--- config.mk ---
export PLATFORM = sky130hd
export DESIGN_NAME = command_line_editor_matcher_core
export DESIGN_NICKNAME = d
export VERILOG_FILES = /design/src/cle_pkg.sv /design/src/command_line_editor_matcher_core.sv /design/src/cle_front.sv /design/src/cle_queue.sv /design/src/cle_back.sv
export SDC_FILE = /design/constraint.sdc
export NUM_CORES = 2
export LEC_CHECK = 0
export ABC_AREA = 1
export BUFFER_PORTS_ARGS = -buffer_cell sky130_fd_sc_hd__buf_2
export CORE_AREA = 2 2 360 362
export DETAILED_ROUTE_END_ITERATION = 10
export DIE_AREA = 0 0 362 364
export SLEW_MARGIN = 15
export SYNTH_ARGS = -nofsm -noshare
export SYNTH_HDL_FRONTEND = slang
export SYNTH_SLANG_ARGS = --single-unit
--- constraint.sdc ---
create_clock -name clk -period 3.2 [get_ports clk]
set_clock_uncertainty 0.1 [all_clocks]
set_input_delay 0.16 -clock clk [delete_from_list [all_inputs] [get_ports clk]]
set_output_delay 0.16 -clock clk [all_outputs]
set_load 0.02 [all_outputs]
--- src/cle_pkg.sv ---
`default_nettype none
// ----------------------------------------------------------------------------
// cle_pkg
// Shared types, codes and command name table for the command line editor
// and matcher.
// ----------------------------------------------------------------------------
package cle_pkg;

	localparam int unsigned LINE_LIMIT_DEF  = 128;
	localparam int unsigned QUEUE_DEPTH_DEF = 4;
	localparam int unsigned CFG_ADDR_W      = 3;
	localparam int unsigned NAME_COUNT      = 9;
	localparam int unsigned NAME_MAX        = 7;

	localparam logic REG_ENABLED = 1'b0;

	localparam logic [7:0] CH_BS    = 8'd8;
	localparam logic [7:0] CH_LF    = 8'd10;
	localparam logic [7:0] CH_CR    = 8'd13;
	localparam logic [7:0] CH_SPACE = 8'd32;
	localparam logic [7:0] CH_TILDE = 8'd126;
	localparam logic [6:0] SEP_SPACE = 7'd32;
	localparam logic [6:0] SEP_TAB   = 7'd9;

	localparam logic [1:0] STATUS_OK      = 2'd0;
	localparam logic [1:0] STATUS_OFF     = 2'd1;
	localparam logic [1:0] STATUS_LONG    = 2'd2;
	localparam logic [1:0] STATUS_UNKNOWN = 2'd3;

	localparam logic [1:0] ECHO_NONE    = 2'd0;
	localparam logic [1:0] ECHO_CHAR    = 2'd1;
	localparam logic [1:0] ECHO_ERASE   = 2'd2;
	localparam logic [1:0] ECHO_NEWLINE = 2'd3;

	localparam logic [3:0] CMD_NONE    = 4'd0;
	localparam logic [3:0] CMD_UNKNOWN = 4'd10;

	localparam logic [63:0] NAME_TEXT [NAME_COUNT] = '{
		64'("help"), 64'("echo"), 64'("clear"), 64'("uptime"), 64'("mem"),
		64'("pci"), 64'("keys"), 64'("threads"), 64'("version")
	};
	localparam logic [3:0] NAME_LEN [NAME_COUNT] = '{
		4'd4, 4'd4, 4'd5, 4'd6, 4'd3, 4'd3, 4'd4, 4'd7, 4'd7
	};

	typedef enum logic [2:0] {
		OP_NOP,
		OP_OFF,
		OP_BS,
		OP_PRINT,
		OP_EOL
	} cle_op_t;

	typedef struct packed {
		cle_op_t    op;
		logic [6:0] ch;
	} cle_req_t;

	typedef enum logic [1:0] {
		ST_IDLE,
		ST_READ,
		ST_EVAL,
		ST_RESULT
	} cle_state_t;

	typedef enum logic [1:0] {
		PH_LEAD,
		PH_WORD,
		PH_ARGS
	} cle_phase_t;

	function automatic logic is_sep(input logic [6:0] c);
		return (c == SEP_SPACE) || (c == SEP_TAB);
	endfunction

	function automatic logic [6:0] name_char(input int unsigned k, input logic [3:0] i);
		logic [63:0] text;
		logic [3:0]  pos;
		text = NAME_TEXT[k];
		pos  = NAME_LEN[k] - 4'd1 - i;
		return text[{pos[2:0], 3'b000} +: 7];
	endfunction

	function automatic logic [3:0] word_command(input logic [NAME_COUNT-1:0] hit,
			input logic [3:0] wlen);
		logic [3:0] cmd;
		cmd = CMD_UNKNOWN;
		for (int k = NAME_COUNT - 1; k >= 0; k--) begin
			if (hit[k] && (wlen == NAME_LEN[k])) begin
				cmd = 4'(k + 1);
			end
		end
		return cmd;
	endfunction

endpackage
`default_nettype wire

--- src/command_line_editor_matcher_core.sv ---
`default_nettype none
// ----------------------------------------------------------------------------
// command_line_editor_matcher_core
// Line editor for a serial console that matches the first word of each line
// against nine command names and reports where the arguments lie.
// ----------------------------------------------------------------------------
// Each received character gives one result. Characters pass a classifying
// register and a short queue into the line engine; an editing character
// (printable, backspace, ignored or refused) is carried out by the engine
// in its idle state, so a run of them flows at one per cycle while each
// result is taken. A carriage return or line feed makes the engine walk the
// stored line through its single read port, alternating between a read
// state and an evaluate state as it steps through the characters;
// characters that arrive meanwhile wait in the queue. The register at
// offset 0 enables the block; until it is set every character is refused
// with the not initialized status.
// ----------------------------------------------------------------------------
module command_line_editor_matcher_core #(
	parameter int unsigned LINE_LIMIT  = cle_pkg::LINE_LIMIT_DEF,
	parameter int unsigned QUEUE_DEPTH = cle_pkg::QUEUE_DEPTH_DEF
) (
	input  wire logic                           clk,
	input  wire logic                           arst_n,
	input  wire logic                           psel,
	input  wire logic                           penable,
	input  wire logic                           pwrite,
	input  wire logic [cle_pkg::CFG_ADDR_W-1:0] paddr,
	input  wire logic [31:0]                    pwdata,
	output logic [31:0]                         prdata,
	output logic                                pready,
	input  wire logic [7:0]                     char_code,
	input  wire logic                           char_valid,
	output logic                                char_ready,
	output logic [1:0]                          status,
	output logic [1:0]                          echo_kind,
	output logic [6:0]                          echo_char,
	output logic [3:0]                          command,
	output logic [7:0]                          arg_start,
	output logic [7:0]                          arg_length,
	output logic [31:0]                         line_count,
	output logic [31:0]                         command_count,
	output logic [31:0]                         unknown_count,
	output logic [31:0]                         rejected_count,
	output logic                                result_valid,
	input  wire logic                           result_ready
);

	logic              enabled_q;
	logic              reg_hit;
	cle_pkg::cle_req_t front_req;
	logic              front_valid;
	logic              front_ready;
	cle_pkg::cle_req_t queue_req;
	logic              queue_valid;
	logic              queue_ready;

	assign pready  = 1'b1;
	assign reg_hit = (paddr[cle_pkg::CFG_ADDR_W-1] == cle_pkg::REG_ENABLED);
	assign prdata  = reg_hit ? {31'd0, enabled_q} : 32'd0;

	always_ff @(posedge clk or negedge arst_n) begin
		if (!arst_n) begin
			enabled_q <= 1'b0;
		end else if (psel && penable && pwrite && pready && reg_hit) begin
			enabled_q <= pwdata[0];
		end
	end

	cle_front u_front (
		.clk        (clk),
		.arst_n     (arst_n),
		.enabled    (enabled_q),
		.char_code  (char_code),
		.char_valid (char_valid),
		.char_ready (char_ready),
		.req        (front_req),
		.req_valid  (front_valid),
		.req_ready  (front_ready)
	);

	cle_queue #(
		.DEPTH (QUEUE_DEPTH)
	) u_queue (
		.clk        (clk),
		.arst_n     (arst_n),
		.push_data  (front_req),
		.push_valid (front_valid),
		.push_ready (front_ready),
		.pop_data   (queue_req),
		.pop_valid  (queue_valid),
		.pop_ready  (queue_ready)
	);

	cle_back #(
		.LINE_LIMIT (LINE_LIMIT)
	) u_back (
		.clk            (clk),
		.arst_n         (arst_n),
		.req            (queue_req),
		.req_valid      (queue_valid),
		.req_ready      (queue_ready),
		.status         (status),
		.echo_kind      (echo_kind),
		.echo_char      (echo_char),
		.command        (command),
		.arg_start      (arg_start),
		.arg_length     (arg_length),
		.line_count     (line_count),
		.command_count  (command_count),
		.unknown_count  (unknown_count),
		.rejected_count (rejected_count),
		.result_valid   (result_valid),
		.result_ready   (result_ready)
	);

	a_echo_char_ok: assert property (@(posedge clk) disable iff (!arst_n)
		result_valid && (echo_kind == cle_pkg::ECHO_CHAR)
		|-> (status == cle_pkg::STATUS_OK) && (command == cle_pkg::CMD_NONE)
			&& (echo_char >= 7'd32))
		else $error("echoed character with bad status or code");

	a_unknown_no_args: assert property (@(posedge clk) disable iff (!arst_n)
		result_valid && (status == cle_pkg::STATUS_UNKNOWN)
		|-> (command == cle_pkg::CMD_UNKNOWN) && (arg_start == 8'd0)
			&& (arg_length == 8'd0) && (echo_kind == cle_pkg::ECHO_NEWLINE))
		else $error("unknown command result malformed");

	a_known_at_eol: assert property (@(posedge clk) disable iff (!arst_n)
		result_valid && (command != cle_pkg::CMD_NONE) && (command != cle_pkg::CMD_UNKNOWN)
		|-> (echo_kind == cle_pkg::ECHO_NEWLINE) && (status == cle_pkg::STATUS_OK))
		else $error("command reported outside a line end");

	a_line_count_step: assert property (@(posedge clk) disable iff (!arst_n)
		result_valid && result_ready
		|=> (line_count == $past(line_count)) || (line_count == $past(line_count) + 32'd1))
		else $error("line counter jumped");

endmodule
`default_nettype wire

--- src/cle_front.sv ---
`default_nettype none
// ----------------------------------------------------------------------------
// cle_front
// Accepts received characters and classifies them into editing requests.
// ----------------------------------------------------------------------------
module cle_front (
	input  wire logic              clk,
	input  wire logic              arst_n,
	input  wire logic              enabled,
	input  wire logic [7:0]        char_code,
	input  wire logic              char_valid,
	output logic                   char_ready,
	output cle_pkg::cle_req_t      req,
	output logic                   req_valid,
	input  wire logic              req_ready
);

	logic              valid_s1;
	cle_pkg::cle_req_t req_s1;
	cle_pkg::cle_req_t req_d;

	always_comb begin
		req_d.ch = char_code[6:0];
		if (!enabled) begin
			req_d.op = cle_pkg::OP_OFF;
		end else if ((char_code == cle_pkg::CH_LF) || (char_code == cle_pkg::CH_CR)) begin
			req_d.op = cle_pkg::OP_EOL;
		end else if (char_code == cle_pkg::CH_BS) begin
			req_d.op = cle_pkg::OP_BS;
		end else if ((char_code >= cle_pkg::CH_SPACE) && (char_code <= cle_pkg::CH_TILDE)) begin
			req_d.op = cle_pkg::OP_PRINT;
		end else begin
			req_d.op = cle_pkg::OP_NOP;
		end
	end

	assign char_ready = !valid_s1 || req_ready;
	assign req_valid  = valid_s1;
	assign req        = req_s1;

	always_ff @(posedge clk or negedge arst_n) begin
		if (!arst_n) begin
			valid_s1 <= 1'b0;
		end else if (char_ready) begin
			valid_s1 <= char_valid;
		end
	end

	always_ff @(posedge clk) begin
		if (char_ready && char_valid) begin
			req_s1 <= req_d;
		end
	end

endmodule
`default_nettype wire

--- src/cle_queue.sv ---
`default_nettype none
// ----------------------------------------------------------------------------
// cle_queue
// Short request queue between the classifier and the line engine.
// ----------------------------------------------------------------------------
module cle_queue #(
	parameter int unsigned DEPTH = cle_pkg::QUEUE_DEPTH_DEF
) (
	input  wire logic              clk,
	input  wire logic              arst_n,
	input  wire cle_pkg::cle_req_t push_data,
	input  wire logic              push_valid,
	output logic                   push_ready,
	output cle_pkg::cle_req_t      pop_data,
	output logic                   pop_valid,
	input  wire logic              pop_ready
);

	localparam int unsigned PW = (DEPTH > 1) ? $clog2(DEPTH) : 1;
	localparam int unsigned CW = $clog2(DEPTH + 1);
	localparam logic [PW-1:0] LAST  = PW'(DEPTH - 1);
	localparam logic [CW-1:0] FULL  = CW'(DEPTH);

	cle_pkg::cle_req_t slot_q [DEPTH];
	logic [PW-1:0]     wr_ptr_q;
	logic [PW-1:0]     rd_ptr_q;
	logic [CW-1:0]     count_q;
	logic              do_push;
	logic              do_pop;

	assign push_ready = (count_q != FULL);
	assign pop_valid  = (count_q != '0);
	assign pop_data   = slot_q[rd_ptr_q];
	assign do_push    = push_valid && push_ready;
	assign do_pop     = pop_valid && pop_ready;

	always_ff @(posedge clk or negedge arst_n) begin
		if (!arst_n) begin
			wr_ptr_q <= '0;
			rd_ptr_q <= '0;
			count_q  <= '0;
		end else begin
			if (do_push) begin
				wr_ptr_q <= (wr_ptr_q == LAST) ? '0 : wr_ptr_q + PW'(1);
			end
			if (do_pop) begin
				rd_ptr_q <= (rd_ptr_q == LAST) ? '0 : rd_ptr_q + PW'(1);
			end
			if (do_push && !do_pop) begin
				count_q <= count_q + CW'(1);
			end else if (do_pop && !do_push) begin
				count_q <= count_q - CW'(1);
			end
		end
	end

	always_ff @(posedge clk) begin
		if (do_push) begin
			slot_q[wr_ptr_q] <= push_data;
		end
	end

endmodule
`default_nettype wire

--- src/cle_back.sv ---
`default_nettype none
// ----------------------------------------------------------------------------
// cle_back
// Line engine: holds the line store and counters, edits the line and walks
// it at a line end to match the command word.
// ----------------------------------------------------------------------------
module cle_back #(
	parameter int unsigned LINE_LIMIT = cle_pkg::LINE_LIMIT_DEF
) (
	input  wire logic              clk,
	input  wire logic              arst_n,
	input  wire cle_pkg::cle_req_t req,
	input  wire logic              req_valid,
	output logic                   req_ready,
	output logic [1:0]             status,
	output logic [1:0]             echo_kind,
	output logic [6:0]             echo_char,
	output logic [3:0]             command,
	output logic [7:0]             arg_start,
	output logic [7:0]             arg_length,
	output logic [31:0]            line_count,
	output logic [31:0]            command_count,
	output logic [31:0]            unknown_count,
	output logic [31:0]            rejected_count,
	output logic                   result_valid,
	input  wire logic              result_ready
);

	localparam int unsigned AW = $clog2(LINE_LIMIT);
	localparam int unsigned LW = $clog2(LINE_LIMIT + 1);
	localparam logic [LW-1:0] LIMIT_L = LW'(LINE_LIMIT);
	localparam logic [3:0]    WI_MAX  = 4'(cle_pkg::NAME_MAX + 1);

	logic [6:0]                     store_q [LINE_LIMIT];
	logic [6:0]                     rdata_q;
	logic [LW-1:0]                  length_q;
	logic [LW-1:0]                  len_q;
	logic [LW-1:0]                  pos_q;
	logic [LW-1:0]                  res_arg_q;
	logic [3:0]                     wi_q;
	logic [cle_pkg::NAME_COUNT-1:0] match_q;
	logic [cle_pkg::NAME_COUNT-1:0] match_d;
	logic [3:0]                     scan_cmd_q;
	logic [3:0]                     res_cmd_q;
	cle_pkg::cle_state_t            state_q;
	cle_pkg::cle_state_t            state_d;
	cle_pkg::cle_phase_t            phase_q;
	logic                           out_valid_q;
	logic [1:0]                     status_q;
	logic [1:0]                     echo_kind_q;
	logic [6:0]                     echo_char_q;
	logic [3:0]                     command_q;
	logic [7:0]                     arg_start_q;
	logic [7:0]                     arg_length_q;
	logic [31:0]                    lines_q;
	logic [31:0]                    commands_q;
	logic [31:0]                    unknown_q;
	logic [31:0]                    refused_q;

	logic          out_load_ok;
	logic          pop;
	logic          load_simple;
	logic          load_eol;
	logic          at_end;
	logic          ch_sep;
	logic [3:0]    word_cmd;
	logic          word_end;
	logic          finish;
	logic          store_we;
	logic [LW-1:0] arg_len_w;
	logic [LW+7:0] arg_start_x;
	logic [LW+7:0] arg_len_x;

	assign out_load_ok = !out_valid_q || result_ready;
	assign at_end      = (pos_q == len_q);
	assign ch_sep      = cle_pkg::is_sep(rdata_q);
	assign word_cmd    = cle_pkg::word_command(match_q, wi_q);
	assign arg_len_w   = len_q - res_arg_q;
	assign arg_start_x = {8'd0, res_arg_q};
	assign arg_len_x   = {8'd0, arg_len_w};

	always_comb begin
		for (int k = 0; k < cle_pkg::NAME_COUNT; k++) begin
			match_d[k] = match_q[k] && (wi_q < cle_pkg::NAME_LEN[k])
				&& (rdata_q == cle_pkg::name_char(k, wi_q));
		end
	end

	// next state
	always_comb begin
		state_d = state_q;
		unique case (state_q)
			cle_pkg::ST_IDLE: begin
				if (req_valid && (req.op == cle_pkg::OP_EOL)) begin
					state_d = cle_pkg::ST_READ;
				end
			end
			cle_pkg::ST_READ: begin
				if (finish) begin
					state_d = cle_pkg::ST_RESULT;
				end else if (!at_end) begin
					state_d = cle_pkg::ST_EVAL;
				end
			end
			cle_pkg::ST_EVAL: begin
				state_d = finish ? cle_pkg::ST_RESULT : cle_pkg::ST_READ;
			end
			cle_pkg::ST_RESULT: begin
				if (out_load_ok) begin
					state_d = cle_pkg::ST_IDLE;
				end
			end
			default: state_d = cle_pkg::ST_IDLE;
		endcase
	end

	// control strobes
	always_comb begin
		pop         = 1'b0;
		load_simple = 1'b0;
		load_eol    = 1'b0;
		word_end    = 1'b0;
		finish      = 1'b0;
		unique case (state_q)
			cle_pkg::ST_IDLE: begin
				pop         = req_valid && ((req.op == cle_pkg::OP_EOL) || out_load_ok);
				load_simple = pop && (req.op != cle_pkg::OP_EOL);
			end
			cle_pkg::ST_READ: begin
				if (at_end) begin
					word_end = (phase_q == cle_pkg::PH_WORD);
					finish   = (phase_q != cle_pkg::PH_WORD) || (word_cmd == cle_pkg::CMD_UNKNOWN);
				end
			end
			cle_pkg::ST_EVAL: begin
				unique case (phase_q)
					cle_pkg::PH_WORD: begin
						word_end = ch_sep;
						finish   = ch_sep && (word_cmd == cle_pkg::CMD_UNKNOWN);
					end
					cle_pkg::PH_ARGS: finish = !ch_sep;
					default: finish = 1'b0;
				endcase
			end
			cle_pkg::ST_RESULT: load_eol = out_load_ok;
			default: pop = 1'b0;
		endcase
	end

	assign req_ready = pop;
	assign store_we  = load_simple && (req.op == cle_pkg::OP_PRINT) && (length_q != LIMIT_L);

	always_ff @(posedge clk or negedge arst_n) begin
		if (!arst_n) begin
			state_q     <= cle_pkg::ST_IDLE;
			phase_q     <= cle_pkg::PH_LEAD;
			out_valid_q <= 1'b0;
			length_q    <= '0;
			lines_q     <= '0;
			commands_q  <= '0;
			unknown_q   <= '0;
			refused_q   <= '0;
		end else begin
			state_q <= state_d;
			if (load_simple || load_eol) begin
				out_valid_q <= 1'b1;
			end else if (result_ready) begin
				out_valid_q <= 1'b0;
			end
			if (pop && (req.op == cle_pkg::OP_EOL)) begin
				phase_q <= cle_pkg::PH_LEAD;
			end else if (word_end) begin
				phase_q <= cle_pkg::PH_ARGS;
			end else if ((state_q == cle_pkg::ST_EVAL) && (phase_q == cle_pkg::PH_LEAD) && !ch_sep) begin
				phase_q <= cle_pkg::PH_WORD;
			end
			if (load_simple) begin
				if ((req.op == cle_pkg::OP_BS) && (length_q != '0)) begin
					length_q <= length_q - LW'(1);
				end else if (req.op == cle_pkg::OP_PRINT) begin
					if (length_q == LIMIT_L) begin
						refused_q <= refused_q + 32'd1;
					end else begin
						length_q <= length_q + LW'(1);
					end
				end
			end
			if (load_eol) begin
				length_q <= '0;
				lines_q  <= lines_q + 32'd1;
				if (res_cmd_q == cle_pkg::CMD_UNKNOWN) begin
					unknown_q <= unknown_q + 32'd1;
				end else if (res_cmd_q != cle_pkg::CMD_NONE) begin
					commands_q <= commands_q + 32'd1;
				end
			end
		end
	end

	// line store and scan datapath
	always_ff @(posedge clk) begin
		rdata_q <= store_q[pos_q[AW-1:0]];
		if (store_we) begin
			store_q[length_q[AW-1:0]] <= req.ch;
		end
		if (pop && (req.op == cle_pkg::OP_EOL)) begin
			len_q   <= length_q;
			pos_q   <= '0;
			wi_q    <= '0;
			match_q <= '1;
		end else if (state_q == cle_pkg::ST_EVAL) begin
			unique case (phase_q)
				cle_pkg::PH_LEAD: begin
					if (ch_sep) begin
						pos_q <= pos_q + LW'(1);
					end
				end
				cle_pkg::PH_WORD: begin
					if (!ch_sep) begin
						match_q <= match_d;
						wi_q    <= (wi_q == WI_MAX) ? WI_MAX : wi_q + 4'd1;
						pos_q   <= pos_q + LW'(1);
					end
				end
				cle_pkg::PH_ARGS: begin
					if (ch_sep) begin
						pos_q <= pos_q + LW'(1);
					end
				end
				default: pos_q <= pos_q;
			endcase
		end
		if (word_end) begin
			scan_cmd_q <= word_cmd;
		end
		if (finish) begin
			res_arg_q <= pos_q;
			unique case (phase_q)
				cle_pkg::PH_LEAD: res_cmd_q <= cle_pkg::CMD_NONE;
				cle_pkg::PH_WORD: res_cmd_q <= cle_pkg::CMD_UNKNOWN;
				default:          res_cmd_q <= scan_cmd_q;
			endcase
		end
	end

	// result register
	always_ff @(posedge clk) begin
		if (load_simple) begin
			status_q     <= cle_pkg::STATUS_OK;
			echo_kind_q  <= cle_pkg::ECHO_NONE;
			echo_char_q  <= '0;
			command_q    <= cle_pkg::CMD_NONE;
			arg_start_q  <= '0;
			arg_length_q <= '0;
			unique case (req.op)
				cle_pkg::OP_OFF: status_q <= cle_pkg::STATUS_OFF;
				cle_pkg::OP_BS: begin
					if (length_q != '0) begin
						echo_kind_q <= cle_pkg::ECHO_ERASE;
					end
				end
				cle_pkg::OP_PRINT: begin
					if (length_q == LIMIT_L) begin
						status_q <= cle_pkg::STATUS_LONG;
					end else begin
						echo_kind_q <= cle_pkg::ECHO_CHAR;
						echo_char_q <= req.ch;
					end
				end
				default: status_q <= cle_pkg::STATUS_OK;
			endcase
		end else if (load_eol) begin
			echo_kind_q <= cle_pkg::ECHO_NEWLINE;
			echo_char_q <= '0;
			command_q   <= res_cmd_q;
			if (res_cmd_q == cle_pkg::CMD_UNKNOWN) begin
				status_q     <= cle_pkg::STATUS_UNKNOWN;
				arg_start_q  <= '0;
				arg_length_q <= '0;
			end else if (res_cmd_q == cle_pkg::CMD_NONE) begin
				status_q     <= cle_pkg::STATUS_OK;
				arg_start_q  <= '0;
				arg_length_q <= '0;
			end else begin
				status_q     <= cle_pkg::STATUS_OK;
				arg_start_q  <= arg_start_x[7:0];
				arg_length_q <= arg_len_x[7:0];
			end
		end
	end

	assign result_valid   = out_valid_q;
	assign status         = status_q;
	assign echo_kind      = echo_kind_q;
	assign echo_char      = echo_char_q;
	assign command        = command_q;
	assign arg_start      = arg_start_q;
	assign arg_length     = arg_length_q;
	assign line_count     = lines_q;
	assign command_count  = commands_q;
	assign unknown_count  = unknown_q;
	assign rejected_count = refused_q;

endmodule
`default_nettype wire
==> results.py <==
metrics = {
    "status": {
        "status": "complete, no violations",
    },
    "layout": {
        "area_growth_syn_to_layout_pct": 16.3,
        "nets": 4953,
        "drive_gt1_frac": 0.134,
        "mostFrequentLayoutCells": "981 x edfxtp_1, 840 x nor2_1, 546 x o21ai_0",
        "diodes": 0,
        "layout_commonest_cell": "edfxtp_1",
    },
    "global_routing": {
        "overflow": 0,
        "grt_pass1_vias": 34000,
        "grt_pass1_wl_mm": 205,
        "gr-usage-all-layers": 0.202,
        "grt_max_degree": 113,
        "antenna_found_initial": 0,
    },
    "critical_path": {
        "cp.required_ps": 3440,
        "crit_family": "simple AND/OR/NAND/NOR gates",
        "r2r_end": "u_back.store_q[90][2]",
        "critPathMaxStageDelay_ps": 530,
        "reg2reg_from": "u_queue.rd_ptr_q[0]",
        "ff2ff_setup_slack_ps": 260,
        "crit_type": "reg2reg",
        "critical_path.cell_chain": "inv_2, o21ai_1, nand2_2, nor2_2, nand2_1, inv_2, nand2_2, nor2_4, buf_12, buf_4, nand2_1, nor2_1",
        "worstPathArrival_ps": 3180,
        "startpoint_type": "flip-flop",
        "critPathCaptureType": "flip-flop",
        "crit_buf_inv": 4,
        "r2r_cells": 12,
        "cp.depth": 12,
        "crit_fanout": 11,
        "critPathSlowestCell": "dfrtp_1",
    },
    "power": {
        "clkPwrFrac": 0.247,
        "seqPwrFrac": 0.389,
        "internal_power_mw": 33.6,
        "power.total_mw": 54.4,
        "swShare": 0.382,
        "power_density_nw_per_um2": 923,
        "pwr-share-comb": 0.364,
        "p_leak_nw": 21.9,
        "power_switching_mw": 20.8,
        "peakVddDrop_mv": 0.613,
    },
    "route": {
        "viasPerCell": 5.31,
        "antenna_left": 0,
        "dr.first_iter.drc_count": 3533,
        "dr.pass1.iters": 6,
        "drc_errors": 0,
        "via_count": 35200,
        "drt-total-wl_mm": 135,
        "wl_per_cell_um": 20.4,
    },
    "synth": {
        "ys_warn_count": 0,
        "yosys.area_share.simple": 0.144,
        "ys_seq_area_frac": 0.674,
        "syn_area_sq_um": 50700,
        "ys_types": 59,
        "async_flop_share": 0.127,
        "postSynthAreaPerCell_sq_um": 11.2,
        "yosys_register_bits": 1179,
        "synthAdderAreaFrac": 0.0128,
        "synth_xor_area_frac": 0.0280,
        "synthCells": 4525,
        "synth_compound_area_frac": 0.0981,
        "synth_top_family_by_area": "simple AND/OR/NAND/NOR gates",
        "synthFlopType": "edfxtp_1",
        "synthMuxAreaShare": 0.000222,
        "synth-edff-count": 981,
    },
    "timing": {
        "max_freq_mhz": 340,
        "slew_headroom": 0.296,
        "report.final.slew_viol_count": 0,
        "worst_pin_slew_ps": 1050,
        "rsz0062_at_grt": "false",
        "hold_violations": 0,
        "post-route-min-period_ps": 2940,
        "final-setup-viol-count": 0,
        "finalCritPeriodShare": 0.919,
        "layout_setup_ws_ps": 260,
    },
    "cts": {
        "clk_pin_slew_ps": 60,
        "cts_buffers": 115,
        "cts_tree": "yes",
        "root_buffer": "clkbuf_16",
        "clockBufferDepth": 3,
        "numClockSinks": 1179,
        "cts_max_level": 3,
        "clock_latency_ps": 710,
    },
    "worst_hold_path": {
        "hold_class": "in2reg",
        "holdPathStages": 2,
        "whs_endpoint": "u_front.req[3]",
        "min_from": "char_code[3]",
    },
    "placement": {
        "dp_slack_ps": -40.3,
        "io_buffer_count": 178,
        "dp_hpwl_mm": 88.4,
        "gp_congestion": 0.905,
    },
    "die": {
        "row_count": 132,
        "die_area_sq_um": 132000,
        "ios": 244,
        "design.core.area_sq_um": 128000,
        "die_w_um": 362,
        "floorplan.initialDensity": 0.395,
        "chipHeight_um": 364,
    },
    "flow_run": {
        "maxCapViolations": 0,
    },
}
[metal layers]
| layer | vias up | GRT usage | routed length (um) |
|---|---|---|---|
| met5 | - | 0 | 0 |
| met4 | 0 | 0.0609 | 3450 |
| met3 | 206 | 0.0283 | 9330 |
| met2 | 1291 | 0.336 | 64400 |
| met1 | 17100 | 0.274 | 58000 |
| li1 | 16500 | - | - |
[registers in the layout, indices dropped and copies added (netlist names), 3 cells and up]
signal and cells:
u_queue.count_q 3, u_back.line_count 32, u_back.command_count 32, u_back.arg_start 8, u_back.echo_char 7, u_back.match_q 9, u_back.unknown_count 32, u_back.length_q 8
u_back.scan_cmd_q 4, u_back.command 4, u_back.res_arg_q 8, u_queue.slot_q 40, u_back.arg_length 8, u_back.pos_q 8, u_back.len_q 8, u_back.store_q 896
u_back.res_cmd_q 4, u_front.req 10, u_back.rejected_count 32, u_back.rdata_q 7, u_back.wi_q 4
[synthesized netlist by cell type, types with 68 or more instances]
library cell / count / area, sq um
nor2_1: 848 / 3180
nor3_1: 68 / 340
dfrtp_1: 150 / 3750
clkbuf_1: 135 / 507
nand3_1: 169 / 846
o21ai_0: 546 / 2730
inv_1: 242 / 908
nand2_1: 519 / 1950
edfxtp_1: 981 / 29500
buf_2: 71 / 355
xor2_1: 117 / 1020
o211ai_1: 96 / 721
o22ai_1: 131 / 820
[final cells by class]
class,count,area (sq um)
Inverter,253,962
Tap cell,1675,2100
Fill cell,11700,69400
Sequential cell,1179,34200
Timing Repair Buffer,436,3450
Multi-Input combinational cell,2868,14500
Clock inverter,66,598
Clock buffer,149,3130
[how the worst max path moves through the flow]
stage                        startpoint                     end  slack [ps]
floorplan           u_queue.rd_ptr_q[0]    u_back.store_q[0][5]           1
detailed placement  u_queue.rd_ptr_q[0]    u_back.store_q[8][3]         -40
global placement    u_queue.rd_ptr_q[0]    u_back.store_q[8][0]         -80
finish              u_queue.rd_ptr_q[0]   u_back.store_q[90][2]         260
global route        u_queue.rd_ptr_q[0]   u_back.store_q[49][5]          30
CTS                 u_queue.rd_ptr_q[0]  u_back.store_q[117][4]          20
[what timing repair did]
action | 4_1_cts | 5_1_grt
setup buffers | 0 | 2
pin swaps | 0 | 1
endpoints found under the setup margin | 14 | 391
resized for setup | 2 | 4
hold buffers | 16 | 0
hold endpoints to repair | 178 | 0
[through the flow]
| stage | util | instances | TNS [ps] | hold WS [ps] | cell area, sq um |
|---|---|---|---|---|---|
| global route | 0.460 | 6626 | 0 | 100 | 59000 |
| floorplan | - | 4555 | 0 | -236 | 50800 |
| detailed placement | 0.429 | 6393 | -543 | 81.6 | 55000 |
| finish | 0.460 | 6626 | 0 | 113 | 59000 |
| CTS | 0.459 | 6624 | 0 | 62.4 | 58900 |
| global placement | 0.429 | 6393 | -713 | 75.3 | 55000 |
[power by group through the flow]
stage	Sequential, mW	Clock (mW)	Combinational (mW)
2_1_floorplan	22.0	0	10.9
3_3_place_gp	21.5	0	19.5
3_5_place_dp	21.5	0	19.7
4_1_cts	21.2	13.7	19.8
5_1_grt	21.3	14.2	21.6
6_report	21.2	13.4	19.8
[cell families after synthesis]
kind of cell               after synthesis
other                                    2
DFF                                   1179
muxes                                    1
xor gates and xnor gates               162
buffers and inverters                  508
and+or+nand+nor                       1736
adders and majority gates               50
AOI/OAI and AO/OA                      887
No activity file was read; power rests on OpenSTA's default activity.
